==> src/sv/swts_pkg.sv <==
// Shared constants and control types for the sorted word table search block.
package swts_pkg;

    localparam int TABLE_DEPTH = 1024;
    localparam int ADDR_W      = $clog2(TABLE_DEPTH);
    localparam int COUNT_W     = 11;
    localparam int SLOT_W      = 10;
    localparam int PART_W      = 40;
    localparam int KEY_W       = 3 * PART_W;

    localparam logic [COUNT_W-1:0] TABLE_DEPTH_C = COUNT_W'(TABLE_DEPTH);

    localparam logic REQ_LOAD   = 1'b0;
    localparam logic REQ_SEARCH = 1'b1;

    typedef enum logic [1:0] {
        ST_IDLE,
        ST_SEARCH,
        ST_FINISH
    } state_t;

    typedef struct packed {
        logic load_we;
        logic start;
        logic step;
        logic fin;
    } cmd_t;

    typedef struct packed {
        logic empty;
        logic done;
    } status_t;

endpackage

==> src/sv/swts_ctrl.sv <==
// Controller state machine for the sorted word table search.
module swts_ctrl
    import swts_pkg::*;
(
    input  logic    aclk,
    input  logic    aresetn,
    input  logic    s_valid,
    input  logic    s_req_type,
    output logic    s_ready,
    input  logic    m_ready,
    output logic    m_valid,
    input  status_t status,
    output cmd_t    cmd
);

    state_t state_reg;
    state_t state_next;
    logic   m_valid_reg;
    logic   m_valid_next;
    logic   accept;

    always_ff @(posedge aclk) begin
        if (!aresetn) begin
            state_reg   <= ST_IDLE;
            m_valid_reg <= 1'b0;
        end else begin
            state_reg   <= state_next;
            m_valid_reg <= m_valid_next;
        end
    end

    assign s_ready = (state_reg == ST_IDLE);
    assign accept  = s_valid && s_ready;
    assign m_valid = m_valid_reg;

    always_comb begin
        state_next = state_reg;
        cmd        = '0;
        case (state_reg)
            ST_IDLE: begin
                if (accept) begin
                    if (s_req_type == REQ_LOAD) begin
                        cmd.load_we = 1'b1;
                    end else begin
                        cmd.start  = 1'b1;
                        state_next = status.empty ? ST_FINISH : ST_SEARCH;
                    end
                end
            end
            ST_SEARCH: begin
                cmd.step = 1'b1;
                if (status.done) begin
                    state_next = ST_FINISH;
                end
            end
            ST_FINISH: begin
                // The result register must be free or emptying this cycle.
                if (!m_valid_reg || m_ready) begin
                    cmd.fin    = 1'b1;
                    state_next = ST_IDLE;
                end
            end
            default: begin
                state_next = ST_IDLE;
            end
        endcase

        if (cmd.fin) begin
            m_valid_next = 1'b1;
        end else if (m_ready) begin
            m_valid_next = 1'b0;
        end else begin
            m_valid_next = m_valid_reg;
        end
    end

endmodule

==> config.mk <==
export PLATFORM = sky130hd
export DESIGN_NAME = swts_ctrl
export DESIGN_NICKNAME = d
export VERILOG_FILES = /design/src/sv/swts_pkg.sv /design/src/sv/swts_ctrl.sv
export SDC_FILE = /design/constraint.sdc
export NUM_CORES = 1
export LEC_CHECK = 0
export BUFFER_PORTS_ARGS = -buffer_cell sky130_fd_sc_hd__buf_2
export CAP_MARGIN = 40
export CELL_PAD_IN_SITES_DETAIL_PLACEMENT = 0
export CELL_PAD_IN_SITES_GLOBAL_PLACEMENT = 2
export CORE_AREA = 2 2 39 41
export DETAILED_ROUTE_END_ITERATION = 7
export DIE_AREA = 0 0 41 43
export GPL_TIMING_DRIVEN = 0
export HOLD_SLACK_MARGIN = 0.08
export PLACE_DENSITY_LB_ADDON = 0.1
export SLEW_MARGIN = 20
export SYNTH_ARGS = -nofsm -noshare
export SYNTH_HDL_FRONTEND = slang
export SYNTH_SLANG_ARGS = --single-unit
==> constraint.sdc <==
create_clock -name aclk -period 1.16 [get_ports aclk]
set_input_delay 0.058 -clock aclk [delete_from_list [all_inputs] [get_ports aclk]]
set_output_delay 0.058 -clock aclk [all_outputs]
set_load 0.01 [all_outputs]
==> results_dict.tcl, run 1 <==
set metrics [dict create \
    cts_buffers 3 \
    die_h_um 43 \
    first_global_vias 194 \
    r2r.worst_path.cells 3 \
    cts_tree "yes" \
    finalHoldViolCount 0 \
    grt_usage_pct 6.31 \
    leakage_nw 0.136 \
    ys_types 16 \
    final_common_cell "buf_2" \
    p_total_w 0.000346 \
    insertion_delay_ns 0.23 \
    netlist_instances 19 \
    r2r_start "state_reg[0]" \
    synth_area_per_cell_um2 9.55 \
    io_pins 13 \
    critical_path.endpoint_type "output port" \
    clk_path_buf_depth 2 \
    setup_viol 0 \
    slew_viol_final 0 \
    post-route-drc-count 0 \
    hold_depth 2 \
    clk_pin_slew_ns 0.03 \
    top_layer_used "met3" \
    path_buf_inv 2 \
    start_kind "flop" \
    syn2layout_area_growth_pct 71.0 \
    die_w_um 41 \
    relSlewSlack_pct 88.0 \
    met1_length_um 185 \
    post_dp_cell_area_um2 262 \
    drv_cap 0 \
    wl_per_cell_um 8.88 \
    hold_ws_ns 0.102 \
    via_per_inst 3.75 \
    largest_register_ffs 2 \
    post_cts_buffers 0 \
    ir_drop_mv 0.351 \
    grt_first_pass_wirelength_um 724 \
    synth-seq-cells 3 \
    crit_required_ns 1.10 \
    crit_arrival_ns 1.03 \
    worstMarginPinSlew_ns 0.179 \
    cts_root_buf "clkbuf_4" \
    h-tree-depth 1 \
    r2r_end "state_reg[1]" \
    dp_hpwl_um 371 \
    final_cell_mix "buf_2, clkbuf_4, nand2b_1" \
    wl_met2_um 222 \
    rrSetupSlack_ns 0.31 \
    antenna_found_initial 0 \
    critPathMaxStageDelay_ns 0.36 \
    hp-start "aresetn" \
    portBuffers 12 \
    core_area_um2 1380 \
    diodes 0 \
    cp_top_family "flip-flops" \
    ys_warn_count 0 \
    crit_fanout 7 \
    dr.pass1.iters 3 \
    rows 14 \
    critPathKind "flop to output port" \
    grt_max_degree 8 \
    rsz0062_at_grt "no" \
    min_period_over_period_pct 93.7 \
    worstHoldEndpoint "state_reg[1]" \
    gr-total-overflow 0 \
    ant_nets 0 \
    vias 191 \
    finClkSkew_ns 0.00131 \
    layout-drive-gt1-share_pct 65.7 \
    fmax_ghz 0.920 \
    synth-seq-area-share_pct 33.1 \
    nNetsFinal 43 \
    worstHoldPathType "primary input to flop" \
    routed_wirelength_um 453 \
    drtIter0Drc 2 \
    stdcell_area_um2 310 \
    synth_area_um2 181 \
    fin_tns_setup_ns 0 \
    syn-num-nets 26 \
    finalWeightedCongestion 0.601 \
    crit_chain "nand2b_4 -> nor2b_1 -> buf_4 -> buf_6" \
    p_per_area_nw_per_um2 1110 \
    slowest_stage "dfxtp_4" \
    dieArea_um2 1760 \
    initial_utilization_pct 13.1 \
    wl_met3_um 45 \
    fin_crit_ns 1.09 \
    status "completed" \
    cts_sinks 3 \
]
[where the power goes]
part	internal, W	switching [W]
Clock	0.000129	0.0000493
Sequential	0.000107	0.00000620
Combinational	0.0000314	0.0000237
[what timing repair did]
action,in CTS,in global routing
setup endpoints to repair,1,2
gates cloned,0,0
resized for setup,3,3
hold buffers,0,0
[how the worst max path moves through the flow]
stage | from | end | slack, ns | depth (start not counted)
detailed placement | state_reg[0] | cmd[0] | 0.20 | 4
CTS | state_reg[1] | cmd[3] | 0.04 | 2
finish | state_reg[0] | cmd[0] | 0.07 | 4
global placement | state_reg[0] | cmd[0] | 0.19 | 4
global route | state_reg[0] | cmd[0] | 0.003 | 4
floorplan | state_reg[0] | cmd[3] | 0.28 | 1
[layer usage]
layer | up-vias | GRT usage, %
met5 | - | 0
met2 | 10 | 9.69
met3 | 0 | 4.71
met4 | 0 | 2.00
li1 | 99 | -
met1 | 82 | 6.39
[logic make-up after synthesis]
kind of cell           count (synthesis)  synth area share (%)
AO/OA/AOI/OAI                          4                  22.8
buffers and inverters                  1                  4.14
flip-flops                             3                  33.1
AND/OR/NAND/NOR                       11                  40.0
[synthesized netlist by cell type]
| library cell | count | area [um2] |
|---|---|---|
| nand2_1 | 1 | 3.75 |
| nand2b_2 | 1 | 8.76 |
| nand2b_1 | 2 | 12.5 |
| nor2_1 | 1 | 3.75 |
| a21boi_0 | 1 | 7.51 |
| a2bb2oi_2 | 1 | 15.0 |
| nand4_1 | 1 | 6.26 |
| and3b_1 | 1 | 8.76 |
| nor2b_2 | 1 | 8.76 |
| nor3_1 | 1 | 5.00 |
| dfxtp_1 | 3 | 60.1 |
| nor4b_1 | 1 | 8.76 |
| buf_4 | 1 | 7.51 |
| o31ai_1 | 1 | 7.51 |
| nor2b_1 | 1 | 6.26 |
| a21boi_2 | 1 | 11.3 |
[through the flow]
stage          setup WS (ns)  util [%]  instances
2_1_floorplan          0.275         -         19
3_3_place_gp           0.187      18.9         47
3_5_place_dp           0.204      18.9         47
4_1_cts               0.0424      21.3         51
5_1_grt              0.00335      22.4         51
6_report              0.0736      22.4         51
[final cells by class]
class | count | area, um2
Clock buffer | 4 | 26.3
Fill cell | 163 | 1070
Timing Repair Buffer | 12 | 66.3
Multi-Input combinational cell | 15 | 125
Buffer | 1 | 7.51
Tap cell | 16 | 20.0
Sequential cell | 3 | 65.1
Note: power is estimated with default switching activity, not from simulation.
==> inputs of run 2 (changes only) <==
ABC_AREA = 1   (was not set)
CELL_PAD_IN_SITES_DETAIL_PLACEMENT = 1   (was 0)
==> results_dict.tcl, run 2 <==
set metrics [dict create \
    clk_path_buf_depth 2 \
    share_comb_of_total_power_pct 42.7 \
    dieArea_um2 1760 \
    first_global_vias 272 \
    p_total_w 0.000595 \
    io_pins 13 \
    crit_fanout 4 \
    crit_chain "nor2_4 -> nand2_1 -> nor2_1 -> buf_2" \
    critical_path.endpoint_type "output port" \
    synthAdderAreaFrac_pct 0 \
    drv_cap 0 \
    core_area_um2 1380 \
    synth_area_per_cell_um2 6.18 \
    synthXorXnorAreaFrac_pct 0 \
    netlist_instances 35 \
    dp_slack_ns 0.137 \
    diodes 0 \
    post-route-drc-count 0 \
    clk_pin_slew_ns 0.04 \
    final_cell_mix "buf_2, nor2_1, inv_1" \
    yosysTopAreaCell "dfxtp_1" \
    dp_hpwl_um 501 \
    rsz0062_at_grt "no" \
    grt_max_degree 5 \
    synth-edff-count 0 \
    cts_buffers 3 \
    slew_viol_final 0 \
    rrSetupSlack_ns 0.14 \
    path_buf_inv 1 \
    dr.pass1.iters 1 \
    die_h_um 43 \
    worstHoldEndpoint "state_reg[0]" \
    start_kind "flop" \
    synth_area_um2 216 \
    hold_ws_ns 0.117 \
    critPathKind "flop to output port" \
    min_period_over_period_pct 94.3 \
    insertion_delay_ns 0.23 \
    finalHoldViolCount 0 \
    wl_per_cell_um 8.62 \
    r2r_end "state_reg[1]" \
    antenna_found_initial 0 \
    status "completed" \
    cp_top_family "flip-flops" \
    nNetsFinal 60 \
    drtIter0Drc 0 \
    p_sw_w 0.000224 \
    synth.top_cells.by_count "nor2_1, inv_1, nor2_2" \
    gr-total-overflow 0 \
    critPathMaxStageDelay_ns 0.36 \
    clkPwrFrac_pct 31.0 \
    via_per_inst 3.75 \
    setup_viol 0 \
    final_common_cell "buf_2" \
    initial_utilization_pct 15.6 \
    leakage_nw 0.187 \
    die_w_um 41 \
    rows 14 \
    slowest_stage "dfxtp_4" \
    layout-drive-gt1-share_pct 57.7 \
    nFillCells 186 \
    worstMarginPinSlew_ns 0.176 \
    crit_required_ns 1.10 \
    sw_frac_of_total_pct 37.6 \
    syn-num-nets 42 \
    synth-seq-area-share_pct 27.7 \
    ys_async_sr_fraction_pct 0 \
    relSlewSlack_pct 88.2 \
    ant_nets 0 \
    ys_warn_count 0 \
    hold_depth 4 \
    p_per_area_nw_per_um2 1660 \
    r2r.worst_path.cells 8 \
    fin_crit_ns 1.09 \
    synth-seq-cells 3 \
    ir_drop_mv 0.264 \
    synth_ff_type "dfxtp_1" \
    grt_first_pass_wirelength_um 959 \
    seq_power_share_pct 26.3 \
    h-tree-depth 1 \
    largest_register_ffs 2 \
    cts_root_buf "clkbuf_4" \
    p_int_w 0.000371 \
    routed_wirelength_um 586 \
    synthMuxAreaShare_pct 0 \
    ys_types 12 \
    synth.most_common_cell "nor2_1" \
    worstHoldPathType "primary input to flop" \
    cts_sinks 3 \
    synth_top_family_by_area "simple AND/OR/NAND/NOR gates" \
    synth_top_area_share_pct 27.7 \
    finalWeightedCongestion 0.752 \
    r2r_start "state_reg[1]" \
    vias 255 \
    synthSimpleGateAreaFrac_pct 51.4 \
    synth-compound-area-share_pct 3.47 \
    crit_arrival_ns 1.04 \
    syn2layout_area_growth_pct 65.9 \
    setup_ws_ns 0.0662 \
    fmax_ghz 0.914 \
    finClkSkew_ns 0.00619 \
    portBuffers 12 \
    hp-start "status[1]" \
    cts_tree "yes" \
    grt_usage_pct 8.42 \
    synth.top_cells.by_area "dfxtp_1, nor2_2, nor2_1" \
]
-- run 2: cell count changes in the layout (fill, tap and decap cells not counted), sizes merged, moves of 2 or more --
cell | before | now
a21boi | 2 | 0
inv | 0 | 8
nand2 | 1 | 6
nand2b | 3 | 0
nand3 | 0 | 3
nor2 | 1 | 12
nor2b | 2 | 0
-- run 2: cells by family after synthesis --
kind of cell | Yosys count
and+or+nand+nor | 22
buffers and inverters | 9
DFF | 3
AOI/OAI and AO/OA | 1
-- run 2: worst max-delay path by stage --
stage | startpoint | to | slack, ns | cells after the start
floorplan | state_reg[0] | state_reg[1] | 0.18 | 6
global placement | state_reg[1] | state_reg[1] | 0.13 | 7
detailed placement | state_reg[1] | state_reg[1] | 0.14 | 7
CTS | state_reg[1] | cmd[0] | -0.02 | 6
global route | state_reg[1] | cmd[3] | 0.0007 | 4
finish | state_reg[1] | cmd[3] | 0.07 | 4
-- run 2: power groups by stage --
stage | logic [W] | clock network, W | registers [W]
floorplan | 0.000159 | 0 | 0.000144
global placement | 0.000227 | 0 | 0.000144
detailed placement | 0.000232 | 0 | 0.000144
CTS | 0.000246 | 0.000189 | 0.000153
global route | 0.000284 | 0.000209 | 0.000161
finish | 0.000254 | 0.000184 | 0.000156
-- run 2: tightest hold or removal path, delay by kind of cell --
kind | cells | cell delay, ns
AND/OR/NAND/NOR | 3 | 0.17
buffers and inverters | 1 | 0.08
-- run 2: per-stage QoR --
stage | utilization [%] | cells | cell area (um2) | setup TNS (ns)
3_5_place_dp | 21.4 | 63 | 297 | 0
4_1_cts | 25.0 | 68 | 347 | -0.0173
5_1_grt | 25.9 | 68 | 359 | 0
2_1_floorplan | - | 35 | 216 | 0
6_report | 25.9 | 68 | 359 | 0
3_3_place_gp | 21.4 | 63 | 297 | 0
-- run 2: layout make-up --
cell class	instances	area (um2)	area share (%)
clock buffer	4	26.3	7.32
inverter	8	32.5	9.06
timing repair buffer	14	83.8	23.3
tap	16	20.0	5.57
sequential	3	65.1	18.1
multi-input combinational	23	131	36.6
-- run 2: per-layer routing --
layer | vias up | part of all wire (%) | GRT usage, % | wire length (um)
li1 | 137 | - | - | -
met1 | 111 | 37 | 7.99 | 219
met2 | 7 | 58 | 12.8 | 337
met3 | 0 | 5.1 | 1.57 | 30
met4 | 0 | 0 | 10.0 | 0
met5 | - | 0 | 0 | 0
-- run 2: what timing repair did --
action / in CTS / in global routing
endpoints found under the setup margin: 3 / 3
hold buffers: 1 / 0
endpoints found under the hold margin: 1 / 0
resized for setup: 4 / 4
pin swaps: 0 / 3
setup buffers: 0 / 1
==> inputs of run 3 (changes only) <==
RECOVER_POWER = 100   (was not set)
==> results_dict.tcl, run 3 (synthesized netlist as in run 2, its figures left out) <==
set metrics [dict create \
    status "completed" \
    grt_first_pass_wirelength_um 959 \
    fin_tns_setup_ns 0 \
    post-route-drc-count 0 \
    sw_frac_of_total_pct 37.5 \
    portBuffers 12 \
    wl_per_cell_um 8.63 \
    fmax_ghz 0.914 \
    finalWeightedCongestion 0.752 \
    grt_max_degree 5 \
    cts_root_buf "clkbuf_4" \
    crit_start "state_reg[1]" \
    ir_drop_mv 0.263 \
    die_h_um 43 \
    clk_path_buf_depth 2 \
    relSlewSlack_pct 84.3 \
    finClkSkew_ns 0.00638 \
    drv_cap 0 \
    vias 255 \
    dp.cells 63 \
    cts_tree "yes" \
    leakage_nw 0.182 \
    antenna_found_initial 0 \
    ant_nets 0 \
    critPathKind "flop to output port" \
    hold_ws_ns 0.117 \
    dr.pass1.iters 1 \
    routed_wirelength_um 587 \
    slew_viol_final 0 \
    rows 14 \
    clk_pin_slew_ns 0.04 \
    r2r_start "state_reg[1]" \
    p_per_area_nw_per_um2 1670 \
    layout.cells.non_filler 68 \
    critPathMaxStageDelay_ns 0.36 \
    cts_buffers 3 \
    p_int_w 0.000369 \
    seq_power_share_pct 26.5 \
    layout-drive-gt1-share_pct 51.9 \
    worstHoldPathType "primary input to flop" \
    setup_viol 0 \
    first_global_vias 272 \
    initial_utilization_pct 15.6 \
    share_comb_of_total_power_pct 42.3 \
    io_pins 13 \
    h-tree-depth 1 \
    core_area_um2 1380 \
    min_period_over_period_pct 94.3 \
    dp_hpwl_um 501 \
    worstMarginPinSlew_ns 0.234 \
    multi_input_area_um2 126 \
    gr-total-overflow 0 \
    diodes 0 \
    r2r.worst_path.cells 8 \
    nNetsFinal 60 \
    setup_ws_ns 0.0662 \
    drtIter0Drc 0 \
    crit_required_ns 1.10 \
    largest_register_ffs 2 \
    critical_path.endpoint_type "output port" \
    dp_slack_ns 0.137 \
    crit_chain "nor2_4 -> nand2_1 -> nor2_1 -> buf_2" \
    regArea_um2 65.1 \
    crit_arrival_ns 1.04 \
    fin_crit_ns 1.09 \
    rsz0062_at_grt "no" \
    cts_sinks 3 \
    clkPwrFrac_pct 31.2 \
    final_common_cell "buf_2" \
    final_cell_mix "buf_2, nor2_1, inv_1, nand2_1" \
    dieArea_um2 1760 \
    insertion_delay_ns 0.24 \
    nFillCells 187 \
    finalHoldViolCount 0 \
    r2r_end "state_reg[1]" \
    slowest_stage "dfxtp_4" \
    grt_usage_pct 8.42 \
    crit_fanout 4 \
    via_per_inst 3.75 \
    start_kind "flop" \
    rrSetupSlack_ns 0.10 \
    p_total_w 0.000591 \
    die_w_um 41 \
    syn2layout_area_growth_pct 63.0 \
    endpoint "cmd[3]" \
    p_sw_w 0.000222 \
]
==> run 3: cell types whose count changed in the layout (fill, tap and decap cells not counted) <==
cell,before,now
buf_2,11,9
clkbuf_1,1,2
nor2_1,6,7
nand2_1,4,5
nand2_2,2,1
nor2_2,4,3
clkbuf_2,0,1
==> run 3: area by class of cell <==
class                   instances  area share [%]
multi-input cells              23            35.8
repair buffers                 14            23.4
flip-flops and latches          3            18.4
inverters                       8            9.22
clock buffers                   4            7.45
well taps                      16            5.67
==> run 3: how the worst min path moves through the flow <==
| stage | endpoint | slack, ns | from | cells after the start |
|---|---|---|---|---|
| final | state_reg[0] | 0.12 | status[1] | 4 |
| after global routing | state_reg[0] | 0.17 | status[1] | 4 |
| after CTS | state_reg[0] | 0.13 | status[1] | 4 |
| after detailed placement | m_valid | 0.31 | aresetn | 2 |
| after global placement | m_valid | 0.31 | aresetn | 2 |
| after floorplan | cmd[3] | 0.16 | s_req_type | 1 |
==> run 3: worst max-delay path, delay by kind of cell, from the launching register on <==
family        cells  cell delay (ns)
buf+inv           1             0.13
flops             1             0.36
simple gates      3             0.31
==> run 3: metal layers <==
layer,wire [um],GRT usage [%]
met4,0,10.0
met5,0,0
met3,31,1.57
met1,220,7.99
met2,336,12.8
==> run 3: timing repair <==
item	CTS	global route
endpoints found under the hold margin	1	0
buffers inserted	0	1
pin swaps	0	3
gates resized for setup	4	4
endpoints found under the setup margin	3	3
hold buffers	1	0
==> run 3: through the flow <==
stage	instance area, um2	utilization (%)
2_1_floorplan	216	-
3_3_place_gp	297	21.4
3_5_place_dp	297	21.4
4_1_cts	347	25.0
5_1_grt	353	25.5
6_report	353	25.5
==> run 3: power groups by stage <==
stage	sequential [W]	combinational [W]	clock [W]
after floorplan	0.000144	0.000159	0
after global placement	0.000144	0.000227	0
after detailed placement	0.000144	0.000232	0
after CTS	0.000153	0.000246	0.000189
after global routing	0.000161	0.000279	0.000209
final	0.000157	0.000250	0.000185
